==> src/rtl/swrb_pkg.sv <==
package swrb_pkg;

    localparam int REF_W  = 17;
    localparam int POS_W  = 32;
    localparam int TAG_W  = 16;
    localparam int DIST_W = 31;

    localparam logic [DIST_W-1:0] MAX_DISTANCE_RESET = 31'd1000;

    // one stored record, 65 bits
    typedef struct packed {
        logic signed [REF_W-1:0] ref_id;
        logic signed [POS_W-1:0] begin_pos;
        logic        [TAG_W-1:0] tag;
    } entry_t;

    typedef enum logic {
        CMP_KEY_LESS,
        CMP_SPAN
    } cmp_op_t;

    typedef enum logic [3:0] {
        ST_IDLE,
        ST_FORCE,
        ST_SCAN_RD,
        ST_SCAN_CMP,
        ST_INS_WR,
        ST_BACK_RD,
        ST_BACK_LAT,
        ST_SPAN,
        ST_FLUSH,
        ST_DONE
    } state_t;

endpackage

==> src/rtl/swrb_cmp_unit.sv <==
module swrb_cmp_unit
    import swrb_pkg::*;
(
    input  cmp_op_t           op,
    input  entry_t            a,
    input  entry_t            b,
    input  logic [DIST_W-1:0] max_distance,
    output logic              hit
);

    logic signed [POS_W:0] pos_diff;
    logic signed [POS_W:0] dist_ext;
    logic                  ref_less;
    logic                  ref_eq;

    // one shared subtractor: b.pos - a.pos, exact in 33 bits
    assign pos_diff = {b.begin_pos[POS_W-1], b.begin_pos}
                    - {a.begin_pos[POS_W-1], a.begin_pos};
    assign dist_ext = $signed({{(POS_W+1-DIST_W){1'b0}}, max_distance});
    assign ref_less = a.ref_id < b.ref_id;
    assign ref_eq   = a.ref_id == b.ref_id;

    always_comb
    begin
        case (op)
            CMP_KEY_LESS: hit = ref_less || (ref_eq && (pos_diff > 0));
            CMP_SPAN:     hit = !ref_eq || (pos_diff > dist_ext);
            default:      hit = 1'b0;
        endcase
    end

endmodule

==> src/rtl/swrb_store.sv <==
module swrb_store
    import swrb_pkg::*;
#(
    parameter int DEPTH = 32,
    parameter int AW    = 5
)
(
    input  logic          clk,
    input  logic          wr_en,
    input  logic [AW-1:0] wr_addr,
    input  entry_t        wr_data,
    input  logic [AW-1:0] rd_addr,
    output entry_t        rd_data
);

    entry_t mem [DEPTH];

    always_ff @(posedge clk)
    begin
        if (wr_en)
        begin
            mem[wr_addr] <= wr_data;
        end
    end

    // registered read
    always_ff @(posedge clk)
    begin
        rd_data <= mem[rd_addr];
    end

endmodule

==> src/rtl/sorted_window_reorder_buffer.sv <==
// sorted reorder buffer over a sliding position window. each insert request
// is placed into a circular store kept in (ref_id, begin_pos) order, equal
// keys in arrival order, by an insertion scan from the back that compares
// and shifts one entry per cycle through a store with one read and one write
// port and one shared compare unit. busy is high for the whole request;
// start is taken only while busy is low. an insert into a full store first
// releases the front entry; a batch end on a store that holds two or more
// entries after the insert then releases front records while the front is
// on another ref_id or more than max_distance before the back entry, and a
// flush releases every record. every result shows on the output ports for
// exactly one cycle with result_valid high; the receiver cannot stall, so it
// must take each one as it comes. last marks the final result of a request;
// a request may give no results. results of a flush come back to back;
// after a batch end release the final result is not back to back with its
// predecessor, and a forced front release is held until the next result of
// the same request or the request's end. the user must write max_distance
// through cfg_wr_en / cfg_wr_data only while the block is idle; the block
// itself does not enforce this.
module sorted_window_reorder_buffer
    import swrb_pkg::*;
#(
    parameter int DEPTH = 32
)
(
    input  logic                    clk,
    input  logic                    rst_n,

    input  logic                    start,
    output logic                    busy,
    input  logic                    kind,
    input  logic signed [REF_W-1:0] ref_id,
    input  logic signed [POS_W-1:0] begin_pos,
    input  logic        [TAG_W-1:0] tag,
    input  logic                    batch_end,

    input  logic                    cfg_wr_en,
    input  logic       [DIST_W-1:0] cfg_wr_data,

    output logic                    result_valid,
    output logic signed [REF_W-1:0] out_ref_id,
    output logic signed [POS_W-1:0] out_begin_pos,
    output logic        [TAG_W-1:0] out_tag,
    output logic                    last
);

    localparam int AW = $clog2(DEPTH);
    localparam int CW = $clog2(DEPTH + 1);

    // circular position: base plus offset, both below depth
    function automatic logic [AW-1:0] wrap_addr(input logic [AW-1:0] base,
                                                input logic [AW-1:0] off);
        logic [AW:0] sum;
        sum = {1'b0, base} + {1'b0, off};
        if (sum >= (AW+1)'(DEPTH))
        begin
            sum = sum - (AW+1)'(DEPTH);
        end
        return sum[AW-1:0];
    endfunction

    state_t            state_reg, state_next;
    logic [AW-1:0]     head_reg, head_next;
    logic [CW-1:0]     fill_reg, fill_next;
    logic [AW-1:0]     scan_reg, scan_next;
    entry_t            item_reg;
    logic              batch_end_reg;
    entry_t            back_reg;
    logic [DIST_W-1:0] max_distance_reg;

    // one result held back until we know whether it is the final one
    logic              pend_valid_reg;
    entry_t            pend_reg;

    logic              result_valid_reg;
    entry_t            out_reg;
    logic              last_reg;

    // store ports
    logic              wr_en;
    logic [AW-1:0]     wr_off;
    entry_t            wr_data;
    logic [AW-1:0]     rd_off;
    entry_t            rd_data;

    // shared compare unit
    cmp_op_t           cmp_op;
    entry_t            cmp_a;
    entry_t            cmp_b;
    logic              cmp_hit;

    // sequencer controls
    logic              accept;
    logic              produce;
    logic              pop;
    logic              grow;
    logic              full;
    logic              post_release;

    assign accept       = start && (state_reg == ST_IDLE);
    assign busy         = state_reg != ST_IDLE;
    assign full         = fill_reg == CW'(DEPTH);
    // after an insert, a batch end with two or more entries checks the window
    assign post_release = batch_end_reg && (fill_reg != '0);

    swrb_store #(
        .DEPTH (DEPTH),
        .AW    (AW)
    ) u_store (
        .clk     (clk),
        .wr_en   (wr_en),
        .wr_addr (wrap_addr(head_reg, wr_off)),
        .wr_data (wr_data),
        .rd_addr (wrap_addr(head_reg, rd_off)),
        .rd_data (rd_data)
    );

    swrb_cmp_unit u_cmp (
        .op           (cmp_op),
        .a            (cmp_a),
        .b            (cmp_b),
        .max_distance (max_distance_reg),
        .hit          (cmp_hit)
    );

    // next state
    always_comb
    begin
        state_next = state_reg;
        unique case (state_reg)
            ST_IDLE:
            begin
                if (start)
                begin
                    if (kind)
                    begin
                        state_next = (fill_reg == '0) ? ST_DONE : ST_FLUSH;
                    end
                    else if (full)
                    begin
                        state_next = ST_FORCE;
                    end
                    else if (fill_reg == '0)
                    begin
                        state_next = ST_INS_WR;
                    end
                    else
                    begin
                        state_next = ST_SCAN_RD;
                    end
                end
            end
            ST_FORCE:    state_next = ST_SCAN_RD;
            ST_SCAN_RD:  state_next = ST_SCAN_CMP;
            ST_SCAN_CMP:
            begin
                if (cmp_hit)
                begin
                    if (scan_reg == '0)
                    begin
                        state_next = ST_INS_WR;
                    end
                end
                else
                begin
                    state_next = post_release ? ST_BACK_RD : ST_DONE;
                end
            end
            ST_INS_WR:   state_next = post_release ? ST_BACK_RD : ST_DONE;
            ST_BACK_RD:  state_next = ST_BACK_LAT;
            ST_BACK_LAT: state_next = ST_SPAN;
            ST_SPAN:
            begin
                if (!cmp_hit)
                begin
                    state_next = ST_DONE;
                end
            end
            ST_FLUSH:
            begin
                if (fill_reg == CW'(1))
                begin
                    state_next = ST_DONE;
                end
            end
            ST_DONE:     state_next = ST_IDLE;
            default:     state_next = ST_IDLE;
        endcase
    end

    // datapath controls
    always_comb
    begin
        rd_off    = '0;
        wr_en     = 1'b0;
        wr_off    = '0;
        wr_data   = item_reg;
        cmp_op    = CMP_KEY_LESS;
        cmp_a     = item_reg;
        cmp_b     = rd_data;
        produce   = 1'b0;
        pop       = 1'b0;
        grow      = 1'b0;
        scan_next = scan_reg;
        unique case (state_reg)
            ST_IDLE:
            begin
                // front is read ahead for flush and forced release
                if (start && !kind && !full && (fill_reg != '0))
                begin
                    scan_next = AW'(fill_reg - CW'(1));
                end
            end
            ST_FORCE:
            begin
                produce   = 1'b1;
                pop       = 1'b1;
                scan_next = AW'(DEPTH - 2);
            end
            ST_SCAN_RD:
            begin
                rd_off = scan_reg;
            end
            ST_SCAN_CMP:
            begin
                // read the next lower entry while this one is compared
                rd_off = (scan_reg == '0) ? '0 : scan_reg - AW'(1);
                wr_en  = 1'b1;
                wr_off = scan_reg + AW'(1);
                if (cmp_hit)
                begin
                    wr_data = rd_data;
                    if (scan_reg != '0)
                    begin
                        scan_next = scan_reg - AW'(1);
                    end
                end
                else
                begin
                    grow = 1'b1;
                end
            end
            ST_INS_WR:
            begin
                wr_en = 1'b1;
                grow  = 1'b1;
            end
            ST_BACK_RD:
            begin
                rd_off = AW'(fill_reg - CW'(1));
            end
            ST_BACK_LAT:
            begin
                rd_off = '0;
            end
            ST_SPAN:
            begin
                cmp_op = CMP_SPAN;
                cmp_a  = rd_data;
                cmp_b  = back_reg;
                rd_off = AW'(1);
                if (cmp_hit)
                begin
                    produce = 1'b1;
                    pop     = 1'b1;
                end
            end
            ST_FLUSH:
            begin
                rd_off  = AW'(1);
                produce = 1'b1;
                pop     = 1'b1;
            end
            ST_DONE:
            begin
            end
            default:
            begin
            end
        endcase
    end

    always_comb
    begin
        head_next = head_reg;
        fill_next = fill_reg;
        if (pop)
        begin
            head_next = wrap_addr(head_reg, AW'(1));
            fill_next = fill_reg - CW'(1);
        end
        else if (grow)
        begin
            fill_next = fill_reg + CW'(1);
        end
    end

    // control registers
    always_ff @(posedge clk or negedge rst_n)
    begin
        if (!rst_n)
        begin
            state_reg        <= ST_IDLE;
            head_reg         <= '0;
            fill_reg         <= '0;
            pend_valid_reg   <= 1'b0;
            result_valid_reg <= 1'b0;
            max_distance_reg <= MAX_DISTANCE_RESET;
        end
        else
        begin
            state_reg        <= state_next;
            head_reg         <= head_next;
            fill_reg         <= fill_next;
            result_valid_reg <= (produce && pend_valid_reg)
                             || ((state_reg == ST_DONE) && pend_valid_reg);
            if (produce)
            begin
                pend_valid_reg <= 1'b1;
            end
            else if (state_reg == ST_DONE)
            begin
                pend_valid_reg <= 1'b0;
            end
            if (cfg_wr_en)
            begin
                max_distance_reg <= cfg_wr_data;
            end
        end
    end

    // payload registers
    always_ff @(posedge clk)
    begin
        scan_reg <= scan_next;
        if (accept)
        begin
            item_reg      <= '{ref_id: ref_id, begin_pos: begin_pos, tag: tag};
            batch_end_reg <= batch_end;
        end
        if (state_reg == ST_BACK_LAT)
        begin
            back_reg <= rd_data;
        end
        if (produce)
        begin
            pend_reg <= rd_data;
        end
        // older held result goes out when a newer one arrives, or at the end
        if (produce || (state_reg == ST_DONE))
        begin
            out_reg  <= pend_reg;
            last_reg <= !produce;
        end
    end

    assign result_valid  = result_valid_reg;
    assign out_ref_id    = out_reg.ref_id;
    assign out_begin_pos = out_reg.begin_pos;
    assign out_tag       = out_reg.tag;
    assign last          = last_reg;

    // an accepted request keeps the block busy in the next cycle
    assert property (@(posedge clk) disable iff (!rst_n)
        start && !busy |=> busy)
        else $error("request accepted but block not busy");

    // fill never goes beyond the store depth
    assert property (@(posedge clk) disable iff (!rst_n)
        fill_reg <= CW'(DEPTH))
        else $error("fill count beyond depth");

    // no held result is left over once the block is idle
    assert property (@(posedge clk) disable iff (!rst_n)
        state_reg == ST_IDLE |-> !pend_valid_reg)
        else $error("held result left at idle");

    // the final result of a request is not followed by another one at once
    assert property (@(posedge clk) disable iff (!rst_n)
        result_valid && last |=> !result_valid)
        else $error("result right after final result");

    // releases only happen from a non-empty store
    assert property (@(posedge clk) disable iff (!rst_n)
        pop |-> fill_reg != '0)
        else $error("release from empty store");

endmodule
==> config.mk <==
export PLATFORM = sky130hd
export DESIGN_NAME = sorted_window_reorder_buffer
export DESIGN_NICKNAME = d
export VERILOG_FILES = /design/src/rtl/swrb_pkg.sv /design/src/rtl/swrb_cmp_unit.sv /design/src/rtl/swrb_store.sv /design/src/rtl/sorted_window_reorder_buffer.sv
export SDC_FILE = /design/constraint.sdc
export NUM_CORES = 2
export LEC_CHECK = 0
export BUFFER_PORTS_ARGS = -buffer_cell sky130_fd_sc_hd__buf_2
export CAP_MARGIN = 15
export CORE_AREA = 2 2 529 531
export CTS_CLUSTER_DIAMETER = 30
export CTS_CLUSTER_SIZE = 28
export DETAILED_ROUTE_END_ITERATION = 7
export DIE_AREA = 0 0 531 533
export PLACE_DENSITY_LB_ADDON = 0.15
export SYNTH_ARGS = -nofsm -noshare
export SYNTH_HDL_FRONTEND = slang
export SYNTH_HIERARCHICAL = 1
export SYNTH_SLANG_ARGS = --single-unit
==> constraint.sdc <==
create_clock -name clk -period 10.8 [get_ports clk]
set_input_delay 1.62 -clock clk [delete_from_list [all_inputs] [get_ports clk]]
set_output_delay 1.62 -clock clk [all_outputs]
set_load 0.1 [all_outputs]
* After elaboration in Yosys (flattened, before gate mapping)
Memories as Yosys holds them, arrays and structs flattened. A register that Yosys moved wholly into a read port is not among the register bits. Cells that the tools add are included.
Operators by class: reductions and logical operators 30, bitwise operators 1, magnitude comparators 6, $add $sub $neg 11, equal/unequal tests 19, multiplexer cells 38
Operators with widths (number):
- 65-bit two-way mux | 4
- 5-bit two-way mux | 8
- 4-bit case mux with 9 select lines | 1
- 33-bit by 1-bit greater-than comparator with 1-bit output, second input constant | 1
- 33-bit by 32-bit greater-than comparator with 1-bit output | 1
- 32-bit by 32-bit subtractor with 33-bit output | 1
- 4-bit two-way mux | 7
- 5-bit case mux with 4 select lines | 1
- 5-bit by 1-bit subtractor with 5-bit output, second input constant | 4
- 6-bit greater-or-equal comparator, second input constant | 3
- 17-bit equality test | 1
- 17-bit < comparator | 1
- 4-bit by 3-bit equality test with 1-bit output, second input constant | 4
- 5-bit case mux with 3 select lines | 1
- 5-bit by 5-bit adder with 6-bit output | 2
- 6-bit two-way mux | 2
- 2-bit inequality test, second input constant | 5
- 1-bit two-way mux | 9
- 4-bit by 2-bit equality test with 1-bit output, second input constant | 2
- 4-bit equality test, second input constant | 2
- 1-bit logical AND | 8
- 4-bit AND reduction | 2
- 5-bit by 1-bit adder with 6-bit output, second input constant | 1
- 6-bit by 1-bit adder with 6-bit output, second input constant | 1
- 21 further kinds | 33
Word-level totals: memories kept 1, logic and storage cells 127, bits of input ports 102, output and inout bits 68, RAM bits 2080, flip-flop bits (word level) 315
Memories:
- u_store.mem | depth 32, width 65, read ports 1, clocked after memory_dff 1, write ports 1, RTL line swrb_store.sv:16 | entry_t mem [DEPTH];

* Logic depth before layout (Yosys ltp)
word-level depth 11, gate-level depth with buffers 34, mapped depth without buffers 30

* By module
Netlist, hierarchy kept.
Modules (own cells, without submodules):
- swrb_store | cells each 3147, area an instance 80186.9 µm², instances 1, sequential area each 63761.2 µm²
- sorted_window_reorder_buffer | cells each 773, area an instance 13312.8 µm², instances 1, sequential area each 9226.3 µm²
- swrb_cmp_unit | cells each 447, area an instance 3062.9 µm², instances 1, sequential area each 0.0 µm²

* Worst setup path after synthesis
Ideal clock, no wire load.
path kind flip-flop to flip-flop, start register state_reg[3], end register result_valid_reg, in the netlist result_valid, data required time 10668 ps, clock period less this slack 7680 ps, path slack 3120 ps, arrival time 7547 ps, setup time 132 ps, cell stages (with the launch flop) 24, path buffers 4, cells stage by stage dfrtp_1 -> buf_6 -> and4b_1 -> buf_2 -> buf_1 -> mux2_2 -> inv_1 -> ha_1 -> inv_1 -> fa_1 -> a211oi_2 -> nor2_1 -> xor2_1 -> or4_1 -> or4_1 -> or4b_1 -> or4b_1 -> or4_1 -> or4_1 -> o31a_1 -> clkbuf_8 -> nand2_1 -> nand2_1 -> and2_1
RTL lines:
- from (decl) | RTL line sorted_window_reorder_buffer.sv:61 | state_t state_reg, state_next;
- from (signal assigned) | RTL line sorted_window_reorder_buffer.sv:311 | state_reg <= state_next;
- to (signal assigned) | RTL line sorted_window_reorder_buffer.sv:314 | result_valid_reg <= (produce && pend_valid_reg)
- to (decl) | RTL line sorted_window_reorder_buffer.sv:74 | logic result_valid_reg;

==> results_dict.tcl <==
set metrics [dict create \
    yosysWarningCount 6 \
    cp_slowest_stage_delay_ns 0.80 \
    registers.top_by_ff_count "u_store/mem" \
    drc_errors 0 \
    clkSlewWorstSetupHoldPaths_ns 0.04 \
    min_period_over_period_pct 80.7 \
    clock_latency_ns 1.00 \
    final_common_cell "edfxtp_1" \
    rows 194 \
    worst_slew_pin_slew_ns 1.15 \
    cp.depth 18 \
    fin_cells 9143 \
    grt_usage_pct 20.7 \
    cts-buffers-inserted 542 \
    synth_cells 4317 \
    syn_nets 4517 \
    end_kind "register" \
    cap_violations 0 \
    whs_ns 0.418 \
    gp_congestion 0.820 \
    crit_fanout 92 \
    grt_overflow 0 \
    power.density_nw_per_um2 409 \
    worstSetupPathType "reg -> reg" \
    switchingPower_mw 17.0 \
    place_area_um2 102000 \
    p_seq_share_pct 25.9 \
    critPathArrivalTime_ns 9.33 \
    peakVddDrop_mv 0.594 \
    synth.cell_area_um2 95700 \
    synthToLayoutAreaGrowth_pct 26.0 \
    ios 170 \
    setup-violations-final 0 \
    max_freq_ghz 0.115 \
    firstDrtPassIters 5 \
    startpoint_type "register" \
    worstPathCellList "and4b_4, buf_12, mux2_2, ha_1, a211oi_2, nor2_1, a2111o_1, a21o_1, a2111oi_4, a21oi_1, xor2_1, or4b_2, or4_1, or4_1, o31a_1, nand2_4, buf_4, mux2_2" \
    cts-resized-gates 0 \
    power_leakage_nw 40.0 \
    antenna_found_initial 32 \
    p_total_mw 49.3 \
    nNetsFinal 5150 \
    final_max_slew_viol_count 0 \
    multiInputGateArea_um2 22100 \
    placed_cells 8130 \
    clock-sinks 2444 \
    skew_ns 0.0641 \
    grt_pass1_vias 50229 \
    clk_path_buf_depth 4 \
    combPwrFrac_pct 40.2 \
    coreArea_um2 278000 \
    seqCellArea_um2 72500 \
    drt_wl_total_mm 296 \
    routed_via_density 5.31 \
    setup_tns_ns 0 \
    drt_iter0_drc 5690 \
    p_clk_share_pct 33.9 \
    cts_root_buffer "clkbuf_16" \
    fill_cells 23833 \
    worst_path_max_delay_cell "dfrtp_1" \
    hp-class "reg -> reg" \
    largest_reg_flops 2080 \
    route.antenna.remaining_nets 0 \
    layout_common_cells "2331 x edfxtp_1, 611 x mux4_2, 545 x clkbuf_16" \
    die_x_um 531 \
    crit_buf_inv 2 \
    final_cell_area_um2 121000 \
    layout-drive-gt1-share_pct 39.0 \
    die_h_um 533 \
    synth_area_per_cell_um2 22.2 \
    intPower_mw 32.4 \
    switching_share_pct 34.4 \
    finalCriticalPeriod_ns 8.72 \
    cts_hold_buf 0 \
    wl_per_cell_um 32.3 \
    h-tree-depth 6 \
    grt_max_degree 123 \
    die_area_um2 283000 \
    worstHoldPathCells 0 \
    maxSlewHeadroom_pct 23.3 \
    grt_pass1_wl_mm 404 \
    hold_viol 0 \
    port_buffers 169 \
    crit_family "simple AND/OR/NAND/NOR gates" \
    rsz0062_at_grt "no" \
    start_util_pct 34.4 \
    dp_hpwl_mm 152 \
    outcome "finished clean" \
    cts_setup_buffers 0 \
    crit_required_ns 11.41 \
    vias 48512 \
    reg2regPathDepth 18 \
    cts_tree "done" \
]
layer usage:
layer | part of all wire, % | track usage [%]
met5 | 0.023 | 0
met4 | 2.8 | 6.61
met3 | 6.7 | 4.29
met2 | 47 | 32.3
met1 | 44 | 29.0
layout make-up:
cell class	count	share of cell area [%]
diodes	13	0.0270
clock inverters	372	3.97
inverters	107	0.345
well taps	3724	3.86
flip-flops and latches	2444	60.1
clock buffers	628	11.7
multi-input cells	1566	18.4
repair buffers	289	1.63
worst paths after layout:
kind	from	end	slack (ns)
max	state_reg[1]$_DFFE_PN0P_	u_store/mem[23][56]$_DFFE_PP_	2.08
min	pend_reg[21]$_DFFE_PP_	out_begin_pos[5]$_DFFE_PP_	0.42
max reg2reg	state_reg[1]$_DFFE_PN0P_	u_store/mem[23][56]$_DFFE_PP_	2.08
min reg2reg	pend_reg[21]$_DFFE_PP_	out_begin_pos[5]$_DFFE_PP_	0.42
max in group asynchronous	rst_n	fill_reg[1]$_DFFE_PN0P_	9.45
min in group asynchronous	rst_n	max_distance_reg[2]$_DFFE_PN0P_	0.80
power by group through the flow:
| stage | Clock, mW | Sequential [mW] | Combinational (mW) |
|---|---|---|---|
| floorplan | 0 | 13.2 | 14.1 |
| global placement | 0 | 13.0 | 20.1 |
| detailed placement | 0 | 13.0 | 20.1 |
| CTS | 16.9 | 12.8 | 20.2 |
| global route | 17.5 | 12.8 | 21.2 |
| finish | 16.7 | 12.8 | 19.9 |
stage by stage:
stage               worst slack, ns  util [%]
finish                         2.08      43.4
global route                   1.68      43.4
CTS                            2.19      43.4
detailed placement             2.27      36.6
global placement               2.31      36.6
floorplan                      3.32         -
Note: power is estimated with default switching activity, not from simulation.
